===== config.mk =====
export PLATFORM = sky130hd
export DESIGN_NAME = mandelbrot_escape_time_color_top
export DESIGN_NICKNAME = d
export VERILOG_FILES = /design/src/hdl/mbrot_pkg.sv /design/src/hdl/mandelbrot_escape_time_color_top.sv
export SDC_FILE = /design/constraint.sdc
export NUM_CORES = 2
export LEC_CHECK = 0
export BUFFER_PORTS_ARGS = -buffer_cell sky130_fd_sc_hd__buf_2
export CAP_MARGIN = 20
export CELL_PAD_IN_SITES_DETAIL_PLACEMENT = 1
export CELL_PAD_IN_SITES_GLOBAL_PLACEMENT = 1
export CORE_MARGIN = 2
export CORE_UTILIZATION = 50
export DETAILED_ROUTE_END_ITERATION = 7
export HOLD_SLACK_MARGIN = 0.03
export PLACE_DENSITY_LB_ADDON = 0.05
export SYNTH_ARGS = -nofsm -noshare
export SYNTH_HDL_FRONTEND = slang
export SYNTH_SLANG_ARGS = --single-unit

===== constraint.sdc =====
create_clock -name i_clk -period 22.4 [get_ports i_clk]
set_clock_uncertainty 0.15 [all_clocks]
set_input_delay 1.12 -clock i_clk [delete_from_list [all_inputs] [get_ports i_clk]]
set_output_delay 1.12 -clock i_clk [all_outputs]
set_load 0.03 [all_outputs]

===== src/hdl/mbrot_pkg.sv =====
// ============================================================================
// mbrot_pkg
// Shared types and constants for the escape-time iteration and coloring block.
// ============================================================================
package mbrot_pkg;

    // Configuration port
    localparam int CFG_INDEX_W = 2;
    localparam int CFG_DATA_W  = 24;

    typedef logic [CFG_INDEX_W-1:0] t_cfg_index;
    typedef logic [CFG_DATA_W-1:0]  t_cfg_data;

    localparam t_cfg_index CFG_MAX_ITERATIONS = 2'd0;
    localparam t_cfg_index CFG_GRADIENT_START = 2'd1;
    localparam t_cfg_index CFG_GRADIENT_END   = 2'd2;

    // Register reset values
    localparam logic [15:0] RST_MAX_ITERATIONS = 16'd100;
    localparam logic [23:0] RST_GRADIENT_START = 24'h3D7EAA;
    localparam logic [23:0] RST_GRADIENT_END   = 24'hFFE47A;

    // Product selector of the shared multiplier
    typedef logic [1:0] t_prod_sel;
    localparam t_prod_sel PROD_XX = 2'd0;
    localparam t_prod_sel PROD_YY = 2'd1;
    localparam t_prod_sel PROD_XY = 2'd2;

    // Color channel selector
    typedef logic [1:0] t_chan_sel;
    localparam t_chan_sel CH_RED   = 2'd0;
    localparam t_chan_sel CH_GREEN = 2'd1;
    localparam t_chan_sel CH_BLUE  = 2'd2;

    // Sequencer states
    typedef enum logic [2:0] {
        S_IDLE,
        S_CHECK,
        S_MUL,
        S_DRAIN,
        S_UPDATE,
        S_DIV,
        S_COLOR
    } t_state;

endpackage


===== src/hdl/mandelbrot_escape_time_color_top.sv =====
// ============================================================================
// mandelbrot_escape_time_color_top
// Escape-time iteration of z = z*z + c with gradient coloring of the count.
// ============================================================================
//
//  Channel   Ports                                        Handshake
//  --------  -------------------------------------------  -------------------------
//  request   start, i_c_real, i_c_imag, busy              taken when start & !busy
//  result    o_done, o_iteration_count, o_escaped,        o_done high one cycle
//            o_red, o_green, o_blue
//  config    i_cfg_wr_en, i_cfg_index, i_cfg_data         written when i_cfg_wr_en
//
//  One request at a time. Each iteration passes the check, multiply, drain
//  and update states; D = 1 for FRAC_BITS up to 30 and D = 2 above: the single
//  shared multiplier forms |x|*|x|, |y|*|y| and |x|*|y| one after the other,
//  D*D digit products each. An inside point ends at a final check; an escaped
//  point then goes through the bit-serial index divider and the color step.
//  Reset is synchronous and active low; it restores the register defaults.
//  The result is held on the outputs; o_done marks it for one cycle and the
//  receiver cannot stall it. busy drops in the same cycle as o_done rises.
//
module mandelbrot_escape_time_color_top #(
    parameter int FRAC_BITS   = 28,
    parameter int COUNT_WIDTH = 16
) (
    input  logic                    i_clk,
    input  logic                    i_rst_n,
    // request
    input  logic                    start,
    output logic                    busy,
    input  logic signed [31:0]      i_c_real,
    input  logic signed [31:0]      i_c_imag,
    // result
    output logic                    o_done,
    output logic [15:0]             o_iteration_count,
    output logic                    o_escaped,
    output logic [7:0]              o_red,
    output logic [7:0]              o_green,
    output logic [7:0]              o_blue,
    // configuration
    input  logic                    i_cfg_wr_en,
    input  mbrot_pkg::t_cfg_index   i_cfg_index,
    input  mbrot_pkg::t_cfg_data    i_cfg_data
);
    import mbrot_pkg::*;

    // ------------------------------------------------------------------------
    // Derived widths
    // ------------------------------------------------------------------------
    // magnitude of x or y once it passed the |v| <= 2 check
    localparam int MW   = FRAC_BITS + 2;
    // digits per operand of the shared multiplier, and digit width
    localparam int ND   = (MW > 32) ? 2 : 1;
    localparam int DW   = (MW + ND - 1) / ND;
    localparam int PW   = 2 * DW;
    localparam int AW   = 4 * DW;
    localparam int PRW  = 2 * MW;
    // z register: holds x2 - y2 + c and +-xy + c with margin
    localparam int ZW   = ((FRAC_BITS + 4 > 32) ? FRAC_BITS + 4 : 32) + 2;
    localparam int X2W  = FRAC_BITS + 4;
    localparam int XYW  = FRAC_BITS + 5;
    // divider and limit widths
    localparam int NW   = COUNT_WIDTH + 8;
    localparam int LIMW = (COUNT_WIDTH > 16) ? COUNT_WIDTH : 16;

    localparam logic [ZW-1:0]   TWO      = ZW'(1) << (FRAC_BITS + 1);
    localparam logic [XYW-1:0]  FOUR     = XYW'(1) << (FRAC_BITS + 2);
    localparam logic [1:0]      DIG_LAST = 2'(ND * ND - 1);
    localparam logic [LIMW-1:0] CMAX     = LIMW'({COUNT_WIDTH{1'b1}});

    // ------------------------------------------------------------------------
    // Configuration registers
    // ------------------------------------------------------------------------
    logic [15:0] r_max_iter;
    logic [23:0] r_grad_start;
    logic [23:0] r_grad_end;

    always_ff @(posedge i_clk) begin
        if (!i_rst_n) begin
            r_max_iter   <= RST_MAX_ITERATIONS;
            r_grad_start <= RST_GRADIENT_START;
            r_grad_end   <= RST_GRADIENT_END;
        end else if (i_cfg_wr_en) begin
            case (i_cfg_index)
                CFG_MAX_ITERATIONS: r_max_iter   <= i_cfg_data[15:0];
                CFG_GRADIENT_START: r_grad_start <= i_cfg_data;
                CFG_GRADIENT_END:   r_grad_end   <= i_cfg_data;
                default: ;  // drop writes past the register list
            endcase
        end
    end

    // ------------------------------------------------------------------------
    // State and registers
    // ------------------------------------------------------------------------
    t_state                r_state, n_state;

    logic [31:0]           r_cr, r_ci;
    logic [ZW-1:0]         r_x, r_y;
    logic [COUNT_WIDTH-1:0] r_count, r_lim;
    logic [MW-1:0]         r_ax, r_ay;
    logic                  r_neg;

    // shared multiplier sequencing
    t_prod_sel             r_prod;
    logic [1:0]            r_dig;
    logic [PW-1:0]         r_pp;
    logic [1:0]            r_pp_sh;
    t_prod_sel             r_pp_prod;
    logic                  r_pp_vld;
    logic                  r_pp_last;
    logic [AW-1:0]         r_acc;
    logic [PRW-1:0]        r_p_xx, r_p_yy, r_p_xy;

    // index divider and color step
    logic [NW-1:0]         r_rem;
    logic [2:0]            r_bit;
    logic [7:0]            r_idx;
    t_chan_sel             r_ch;

    // result registers
    logic                  r_done;
    logic [15:0]           r_out_count;
    logic                  r_out_escaped;
    logic [7:0]            r_red, r_green, r_blue;

    // ------------------------------------------------------------------------
    // Combinational datapath
    // ------------------------------------------------------------------------
    // effective limit: saturate to the counter range
    logic [LIMW-1:0] lim_ext;
    logic [LIMW-1:0] lim_eff;
    assign lim_ext = LIMW'(r_max_iter);
    assign lim_eff = (lim_ext > CMAX) ? CMAX : lim_ext;

    // top-of-iteration check
    logic [ZW-1:0] ax, ay;
    logic          chk_run, chk_big;
    assign ax      = r_x[ZW-1] ? (ZW'(0) - r_x) : r_x;
    assign ay      = r_y[ZW-1] ? (ZW'(0) - r_y) : r_y;
    assign chk_run = (r_count < r_lim);
    assign chk_big = (ax > TWO) || (ay > TWO);

    // operand digits for the current product
    logic [PW-1:0] pad_a, pad_b;
    logic [DW-1:0] dig_a, dig_b;
    always_comb begin
        case (r_prod)
            PROD_XX: begin
                pad_a = PW'(r_ax);
                pad_b = PW'(r_ax);
            end
            PROD_YY: begin
                pad_a = PW'(r_ay);
                pad_b = PW'(r_ay);
            end
            default: begin
                pad_a = PW'(r_ax);
                pad_b = PW'(r_ay);
            end
        endcase
    end
    assign dig_a = r_dig[1] ? pad_a[DW +: DW] : pad_a[0 +: DW];
    assign dig_b = r_dig[0] ? pad_b[DW +: DW] : pad_b[0 +: DW];

    // align the registered digit product and add it in
    logic [AW-1:0] pp_aligned, acc_sum;
    always_comb begin
        case (r_pp_sh)
            2'd0:    pp_aligned = AW'(r_pp);
            2'd1:    pp_aligned = AW'(r_pp) << DW;
            default: pp_aligned = AW'(r_pp) << (2 * DW);
        endcase
    end
    assign acc_sum = r_acc + pp_aligned;

    // z update from the three truncated products
    logic [X2W-1:0] x2, y2;
    logic [XYW-1:0] xy;
    logic [ZW-1:0]  xy_mag, xy_signed, cr_ext, ci_ext, x_new, y_new;
    logic           upd_esc;
    assign x2        = r_p_xx[PRW-1:FRAC_BITS];
    assign y2        = r_p_yy[PRW-1:FRAC_BITS];
    assign xy        = r_p_xy[PRW-1:FRAC_BITS-1];
    assign upd_esc   = (XYW'(x2) + XYW'(y2)) > FOUR;
    assign xy_mag    = ZW'(xy);
    assign xy_signed = r_neg ? (ZW'(0) - xy_mag) : xy_mag;
    assign cr_ext    = {{(ZW-32){r_cr[31]}}, r_cr};
    assign ci_ext    = {{(ZW-32){r_ci[31]}}, r_ci};
    assign x_new     = ZW'(x2) - ZW'(y2) + cr_ext;
    assign y_new     = xy_signed + ci_ext;

    // index divider: one quotient bit per cycle, most significant first
    logic [NW-1:0] div_num, div_trial;
    logic          div_ge;
    assign div_num   = {r_count, 8'd0} - NW'(r_count);
    assign div_trial = NW'(r_lim) << r_bit;
    assign div_ge    = (r_rem >= div_trial);

    // one color channel: (s*256 + (e - s)*idx + 128) >> 8
    logic [7:0]         col_s, col_e;
    logic signed [8:0]  col_diff;
    logic signed [9:0]  col_idx;
    logic signed [18:0] col_prod, col_sum;
    always_comb begin
        case (r_ch)
            CH_RED: begin
                col_s = r_grad_start[23:16];
                col_e = r_grad_end[23:16];
            end
            CH_GREEN: begin
                col_s = r_grad_start[15:8];
                col_e = r_grad_end[15:8];
            end
            default: begin
                col_s = r_grad_start[7:0];
                col_e = r_grad_end[7:0];
            end
        endcase
    end
    assign col_diff = $signed({1'b0, col_e}) - $signed({1'b0, col_s});
    assign col_idx  = $signed({2'b00, r_idx});
    assign col_prod = col_diff * col_idx;
    assign col_sum  = $signed({3'b000, col_s, 8'd0}) + col_prod + 19'sd128;

    // ------------------------------------------------------------------------
    // Sequencer
    // ------------------------------------------------------------------------
    always_ff @(posedge i_clk) begin
        if (!i_rst_n) begin
            r_state <= S_IDLE;
        end else begin
            r_state <= n_state;
        end
    end

    always_comb begin
        n_state = r_state;
        case (r_state)
            S_IDLE: begin
                if (start) n_state = S_CHECK;
            end
            S_CHECK: begin
                if (!chk_run)     n_state = S_IDLE;
                else if (chk_big) n_state = S_DIV;
                else              n_state = S_MUL;
            end
            S_MUL: begin
                if (r_dig == DIG_LAST && r_prod == PROD_XY) n_state = S_DRAIN;
            end
            S_DRAIN: begin
                n_state = S_UPDATE;
            end
            S_UPDATE: begin
                n_state = upd_esc ? S_DIV : S_CHECK;
            end
            S_DIV: begin
                if (r_bit == 3'd0) n_state = S_COLOR;
            end
            S_COLOR: begin
                if (r_ch == CH_BLUE) n_state = S_IDLE;
            end
            default: n_state = S_IDLE;
        endcase
    end

    // control registers
    always_ff @(posedge i_clk) begin
        if (!i_rst_n) begin
            r_prod    <= PROD_XX;
            r_dig     <= 2'd0;
            r_pp_vld  <= 1'b0;
            r_pp_last <= 1'b0;
            r_bit     <= 3'd0;
            r_ch      <= CH_RED;
            r_done    <= 1'b0;
        end else begin
            // strobe the result when the limit is reached or the last channel lands
            r_done    <= ((r_state == S_CHECK) && !chk_run) ||
                         ((r_state == S_COLOR) && (r_ch == CH_BLUE));
            r_pp_vld  <= (r_state == S_MUL);
            r_pp_last <= (r_state == S_MUL) && (r_dig == DIG_LAST);
            case (r_state)
                S_CHECK: begin
                    r_prod <= PROD_XX;
                    r_dig  <= 2'd0;
                    r_bit  <= 3'd7;
                end
                S_MUL: begin
                    // advance digit pair, then product
                    if (r_dig == DIG_LAST) begin
                        r_dig  <= 2'd0;
                        r_prod <= t_prod_sel'(r_prod + 2'd1);
                    end else begin
                        r_dig  <= r_dig + 2'd1;
                    end
                end
                S_UPDATE: begin
                    r_bit <= 3'd7;
                end
                S_DIV: begin
                    r_bit <= r_bit - 3'd1;
                    r_ch  <= CH_RED;
                end
                S_COLOR: begin
                    r_ch <= t_chan_sel'(r_ch + 2'd1);
                end
                default: ;
            endcase
        end
    end

    // datapath registers
    always_ff @(posedge i_clk) begin
        // shared multiplier: digit product, then registered accumulate
        r_pp      <= dig_a * dig_b;
        r_pp_sh   <= 2'(r_dig[1] + r_dig[0]);
        r_pp_prod <= r_prod;

        if (r_pp_vld) begin
            if (r_pp_last) begin
                r_acc <= '0;
                case (r_pp_prod)
                    PROD_XX: r_p_xx <= acc_sum[PRW-1:0];
                    PROD_YY: r_p_yy <= acc_sum[PRW-1:0];
                    default: r_p_xy <= acc_sum[PRW-1:0];
                endcase
            end else begin
                r_acc <= acc_sum;
            end
        end else if (r_state == S_CHECK) begin
            r_acc <= '0;
        end

        case (r_state)
            S_IDLE: begin
                if (start) begin
                    r_cr    <= i_c_real;
                    r_ci    <= i_c_imag;
                    r_x     <= '0;
                    r_y     <= '0;
                    r_count <= '0;
                    r_lim   <= lim_eff[COUNT_WIDTH-1:0];
                end
            end
            S_CHECK: begin
                r_ax    <= ax[MW-1:0];
                r_ay    <= ay[MW-1:0];
                r_neg   <= r_x[ZW-1] ^ r_y[ZW-1];
                r_rem   <= div_num;
                r_idx   <= 8'd0;
                r_out_count   <= 16'(r_count);
                r_out_escaped <= chk_run;
                if (!chk_run) begin
                    // limit reached: inside the set, black
                    r_red   <= 8'd0;
                    r_green <= 8'd0;
                    r_blue  <= 8'd0;
                end
            end
            S_UPDATE: begin
                r_rem         <= div_num;
                r_idx         <= 8'd0;
                r_out_count   <= 16'(r_count);
                r_out_escaped <= 1'b1;
                if (!upd_esc) begin
                    r_x     <= x_new;
                    r_y     <= y_new;
                    r_count <= r_count + COUNT_WIDTH'(1);
                end
            end
            S_DIV: begin
                if (div_ge) r_rem <= r_rem - div_trial;
                r_idx <= {r_idx[6:0], div_ge};
            end
            S_COLOR: begin
                case (r_ch)
                    CH_RED:   r_red   <= col_sum[15:8];
                    CH_GREEN: r_green <= col_sum[15:8];
                    default:  r_blue  <= col_sum[15:8];
                endcase
            end
            default: ;
        endcase
    end

    // ------------------------------------------------------------------------
    // Outputs
    // ------------------------------------------------------------------------
    assign busy              = (r_state != S_IDLE);
    assign o_done            = r_done;
    assign o_iteration_count = r_out_count;
    assign o_escaped         = r_out_escaped;
    assign o_red             = r_red;
    assign o_green           = r_green;
    assign o_blue            = r_blue;

endmodule

# Yosys cells after proc, flatten, opt, wreduce, memory -nomap -nowiden
# Index checks and enable logic that the tools add are counted.
classes:
  n_addsub: 19
  n_mul: 2
  order_cmp: 6
  eq_ne: 25
  shift: 1
  n_mux: 46
  bitwise: 2
  reduce_logical: 40
op_table:
  columns: ["operator", "n"]
  rows:
  - ["$mux W120", 3]
  - ["$pmux W120 S2", 1]
  - ["$mux W34", 6]
  - ["$pmux W34 S2", 2]
  - ["$add A120 B120 Y120", 1]
  - ["$mux W30", 4]
  - ["$pmux W8 S2", 6]
  - ["$gt A34 B30 Y1 const B", 2]
  - ["$sub A1 B34 Y34 const A", 2]
  - ["$mul A30 B30 Y60", 1]
  - ["$pmux W24 S2", 1]
  - ["$add A33 B32 Y34", 1]
  - ["$add A34 B34 Y34", 1]
  - ["$sub A1 B33 Y34 const A", 1]
  - ["$add A32 B32 Y33", 1]
  - ["$gt A33 B31 Y1 const B", 1]
  - ["$sub A32 B32 Y33", 1]
  - ["$mux W16", 2]
  - ["$mux W8", 4]
  - ["$pmux W16 S2", 1]
  - ["$ge A24 B24 Y1", 1]
  - ["$mux W24", 1]
  - ["$shl A16 B3 Y24", 1]
  - ["$sub A24 B16 Y24", 1]
  - ["other kinds (37)", 95]
word_totals:
  ff_bits: 741
  inputBits: 94
  out_inout_bits: 43

# Logic depth before layout (Yosys ltp)
depth:
  ltp_word: 8
  depth_mapped: 37
  mapped_depth_nobuf: 34

# Worst setup path after synthesis
# Ideal clock, no wire load.
synth_path:
  path_type: "register to register"
  start: "register r_prod[1]"
  end: "register r_pp[52]"
  t_arrival_ns: 9.354
  t_required_ns: 22.171
  path_slack_ns: 12.817
  path_stages_with_launch: 36
  path_buffers: 4
  cell_sequence: "dfxtp_1 > inv_1 > ha_1 > buf_1 > clkbuf_1 > mux2i_1 > or2_2 > clkbuf_1 > clkbuf_1 > nor2_1 > fa_1 > inv_1 > fa_1 > inv_1 > fa_1 > inv_1 > fa_1 > inv_1 > fa_1 > fa_1 > fa_1 > inv_1 > fa_1 > inv_1 > ha_1 > nand3_1 > nor2_1 > a221oi_1 > nand2_1 > a21o_1 > a211oi_1 > a311oi_1 > a311oi_1 > o21ai_0 > a2111o_1 > o211ai_1"
synth_between:
  elab_chain_cells: 4
synth_rtl:
  columns: ["element", "line", "rtl"]
  rows:
  - ["from (decl)", "mandelbrot_escape_time_color_top.sv:105", "t_prod_sel r_prod;"]
  - ["from (signal assigned)", "mandelbrot_escape_time_color_top.sv:293", "r_prod <= t_prod_sel'(r_prod + 2'd1);"]
  - ["$eq A2 B1 Y1 / $logic_not A2 Y1 (equally long branches)", "mandelbrot_escape_time_color_top.sv:148", "case (r_prod)"]
  - ["$mux W30", "mandelbrot_escape_time_color_top.sv:148", null]
  - ["$mux W30, on equally long branches", "mandelbrot_escape_time_color_top.sv:163, mandelbrot_escape_time_color_top.sv:164", null]
  - ["$mul A30 B30 Y60 *", "mandelbrot_escape_time_color_top.sv:316", "r_pp <= dig_a * dig_b;"]
  - ["to (signal assigned)", "mandelbrot_escape_time_color_top.sv:316", null]
  - ["to (decl)", "mandelbrot_escape_time_color_top.sv:107", "logic [PW-1:0] r_pp;"]
# Mark *: on every way between the ends. The rest lies on a longest branch, timed or not.
# A chain may end at the register's enable or synchronous reset.

# Final worst setup path
layout_path:
  start: "register r_prod[0]"
  end: "register r_pp[52]"
# The elaborated chain is that of the path after synthesis.

==> impl_metrics.csv <==
group,metric,value,unit
layout,design.final.nets,8861,
global_route,grt_most_used_layer,"met2",
yosys,post_synth_inst_count,7440,
clock_network,cts_clock_pin_slew_for_the_worst_setup_and_hold_paths,60,ps
worst_setup_path,critical_path.reg2reg.endpoint,"r_pp[52]$_DFF_P_",
min_path,timing.hold.worst.start,"r_prod[1]$_SDFFE_PN0P_",
layout,final_layout_size_suffix_gt1_share,6.34,%
floorplanning,fp.dieH,374,um
yosys,synthesis.nets,8919,
worst_setup_path,arrival,11490,ps
clock_network,clock-sinks,598,
min_path,whs_path_depth,0,
timing,timing.max_slew.rel_slack,19.9,%
placed_design,place.detailed.hpwl,194000,um
yosys,synth-seq-area-share,24.2,%
global_route,global_route.usage.total,35.0,%
timing,final.setup.tns,0,ps
detailed_routing,post-route-drc-count,0,
yosys,synth-edff-count,455,
detailed_routing,total_routed_length,242000,um
min_path,hp-class,"reg -> reg",
yosys,syn_area_per_cell,9.19,um^2
layout,layout_commonest_cell,"inv_1",
worst_setup_path,critPathTopFamily,"adder cells",
flow_run,drv_cap,0,
placed_design,port_buffers,136,
worst_setup_path,critPathKind,"reg -> reg",
timing,setup_viol_count_final,0,
clock_network,cts_inserted_buffers,74,
timing,worst_pin_slew,1200,ps
timing,worst_slack,11360,ps
worst_setup_path,worst_r2r_path_depth,30,
global_route,grt_start_max_net_pins,78,
worst_setup_path,regToRegStartpoint,"r_prod[0]$_SDFFE_PN0P_",
detailed_routing,drt-vias-per-instance,5.90,
floorplanning,placementRows,135,
detailed_routing,drt_iter0_markers,4124,
placed_design,globalplace.congestion,0.951,
worst_setup_path,cp.buffers_inverters,6,
detailed_routing,postRouteAntennaNets,0,
yosys,post_synth_num_cell_types,92,
placed_design,detailedPlace.worstSlack,11440,ps
detailed_routing,detail_route.wl_per_cell,26.2,um
floorplanning,design.die.area,140000,um^2
floorplanning,core-area,136000,um^2
worst_setup_path,crit_fanout,30,
worst_setup_path,reg2reg_slack,11360,ps
yosys,mappedNetlistArea,68300,um^2
layout,layout_common_cells,"inv_1 (1077), nor2_1 (904), fa_1 (849)",
global_route,grt_use_met2,56.4,%
clock_network,clk_latency,710,ps
clock_network,cts.repair.resized,0,
yosys,async_reset_ff_share,0,%
yosys,ys_seq_elements,598,
global_route,global_route.usage.met1,46.1,%
yosys,yosys_most_used_dff,"edfxtp_1",
global_route,antenna_found_initial,12,
timing,final_critical_delay_including_setup_and_external_delays,11040,ps
timing,grt_setup_unrepaired,"no",
floorplanning,initial_core_util,50.4,%
detailed_routing,firstDrtPassIters,5,
worst_setup_path,critical_path_required,22850,ps
clock_network,htree_levels,3,
floorplanning,boundaryPins,137,
timing,timing_max_transition_violations_final,0,
worst_setup_path,timing.critical_path.slowest_stage_cell,"nor2_1",
layout,area_growth,7.15,%
layout,final_core_utilization,54.0,%
global_route,global_route.overflow_total,0,
worst_setup_path,critical_path.max_stage_delay,850,ps
floorplanning,die_wd,374,um
outcome,result_of_the_run,"complete, no violations",
clock_network,cts_buffer_depth,3,
yosys,yosysWarningCount,0,
clock_network,tritoncts,"done",
timing,final.period_utilization,49.3,%
worst_setup_path,critPathCaptureType,"register",
clock_network,postCtsSetupRepairBufs,0,
clock_network,library_cell_used_as_clock_root_buffer,"clkbuf_16",
clock_network,ctsHoldBuffers,0,
timing,fmaxAchievable,0.0906,GHz
worst_setup_path,timing.critical_path.mode_cell,"fa_1",
global_route,grt_pass1_vias,58300,
global_route,met3_usage,6.78,%
timing,hold_viol_final,0,
min_path,min_to,"r_pp_prod[1]$_DFF_P_",
detailed_routing,num_vias,54400,
global_route,grt_first_pass_wirelength,369000,um
worst_setup_path,critPathLaunchType,"register",
-- registers in the layout (all words and copies together) (netlist names), 24 cells and up --
register and count:
r_acc 60, r_pp 60, r_x 34, r_y 34, r_p_xy 33, r_ci 32, r_cr 32, r_p_xx 32
r_p_yy 32, r_ax 30, r_ay 30, r_grad_end 24, r_grad_start 24, r_rem 24
-- per-stage QoR --
step	hold WS (ps)	instance area [um^2]	std cells
2_1_floorplan	214	68300	7440
3_3_place_gp	220	70600	9084
3_5_place_dp	232	70600	9086
4_1_cts	239	73200	9221
5_1_grt	260	73200	9223
6_report	244	73200	9225
-- worst reg2reg max path: cells and delay by family (launching register included) --
| family | cells | cell delay, ps |
|---|---|---|
| AOI/OAI and AO/OA | 10 | 3780 |
| adders and majority gates | 10 | 4450 |
| buffers and inverters | 6 | 810 |
| DFF | 1 | 430 |
| muxes | 1 | 250 |
| and+or+nand+nor | 3 | 1160 |
-- Yosys cell counts, types with 41 or more instances --
| library cell | count | area, um^2 |
|---|---|---|
| fa_1 | 849 | 17000 |
| edfxtp_1 | 455 | 13700 |
| nor3_1 | 88 | 440 |
| clkbuf_1 | 311 | 1170 |
| nor2_1 | 924 | 3470 |
| dfxtp_1 | 143 | 2860 |
| nor2b_1 | 54 | 338 |
| inv_1 | 1077 | 4040 |
| nand2_1 | 780 | 2930 |
| xor2_1 | 96 | 841 |
| o21bai_1 | 52 | 390 |
| o21a_1 | 51 | 383 |
| nand3_1 | 122 | 611 |
| nand4_1 | 41 | 257 |
| or2_2 | 76 | 475 |
| a21boi_0 | 44 | 330 |
| and2_1 | 111 | 694 |
| mux2i_1 | 123 | 1230 |
| nand2b_1 | 68 | 425 |
| ha_1 | 536 | 6710 |
| xnor2_1 | 243 | 2130 |
| a21o_1 | 141 | 1060 |
| o31ai_1 | 57 | 428 |
| o21ai_0 | 195 | 976 |
| a21oi_1 | 280 | 1400 |
-- area by class of cell --
| cell class | instances | area, um^2 |
|---|---|---|
| Inverter | 1079 | 4050 |
| Timing Repair Buffer | 210 | 1260 |
| Sequential cell | 598 | 16500 |
| Multi-Input combinational cell | 5419 | 46600 |
| Clock buffer | 99 | 2110 |
| Tap cell | 1781 | 2230 |
| Fill cell | 15500 | 62400 |
| Antenna cell | 3 | 7.51 |
| Clock inverter | 36 | 493 |
-- how the worst max path moves through the flow --
| stage | startpoint | end | slack (ps) | depth (start not counted) |
|---|---|---|---|---|
| after floorplan | r_prod[1]$_SDFFE_PN0P_ | r_pp[52]$_DFF_P_ | 12820 | 35 |
| after global placement | r_prod[1]$_SDFFE_PN0P_ | r_pp[52]$_DFF_P_ | 11690 | 31 |
| after detailed placement | r_prod[0]$_SDFFE_PN0P_ | r_pp[52]$_DFF_P_ | 11440 | 30 |
| after CTS | r_prod[0]$_SDFFE_PN0P_ | r_pp[52]$_DFF_P_ | 11450 | 30 |
| after global routing | r_prod[0]$_SDFFE_PN0P_ | r_pp[52]$_DFF_P_ | 10890 | 30 |
| final | r_prod[0]$_SDFFE_PN0P_ | r_pp[52]$_DFF_P_ | 11360 | 30 |
-- per-layer routing --
layer | vias to the layer above | share of wire, %
met2 | 1815 | 46
met5 | - | 0.022
met4 | 8 | 5.1
met1 | 28000 | 42
met3 | 439 | 7.0
li1 | 24200 | -
-- kinds of logic after synthesis --
group / after synthesis / share of synthesized area [%]
AOI/OAI and AO/OA: 1116 / 10.9
xor gates and xnor gates: 339 / 4.34
adders and majority gates: 1385 / 34.7
buffers and inverters: 1423 / 7.86
DFF: 598 / 24.2
muxes: 135 / 2.11
and+or+nand+nor: 2444 / 16.0
Power is not shown: default switching activity piles up to over one toggle a cycle in this logic, so the estimate is an artifact.
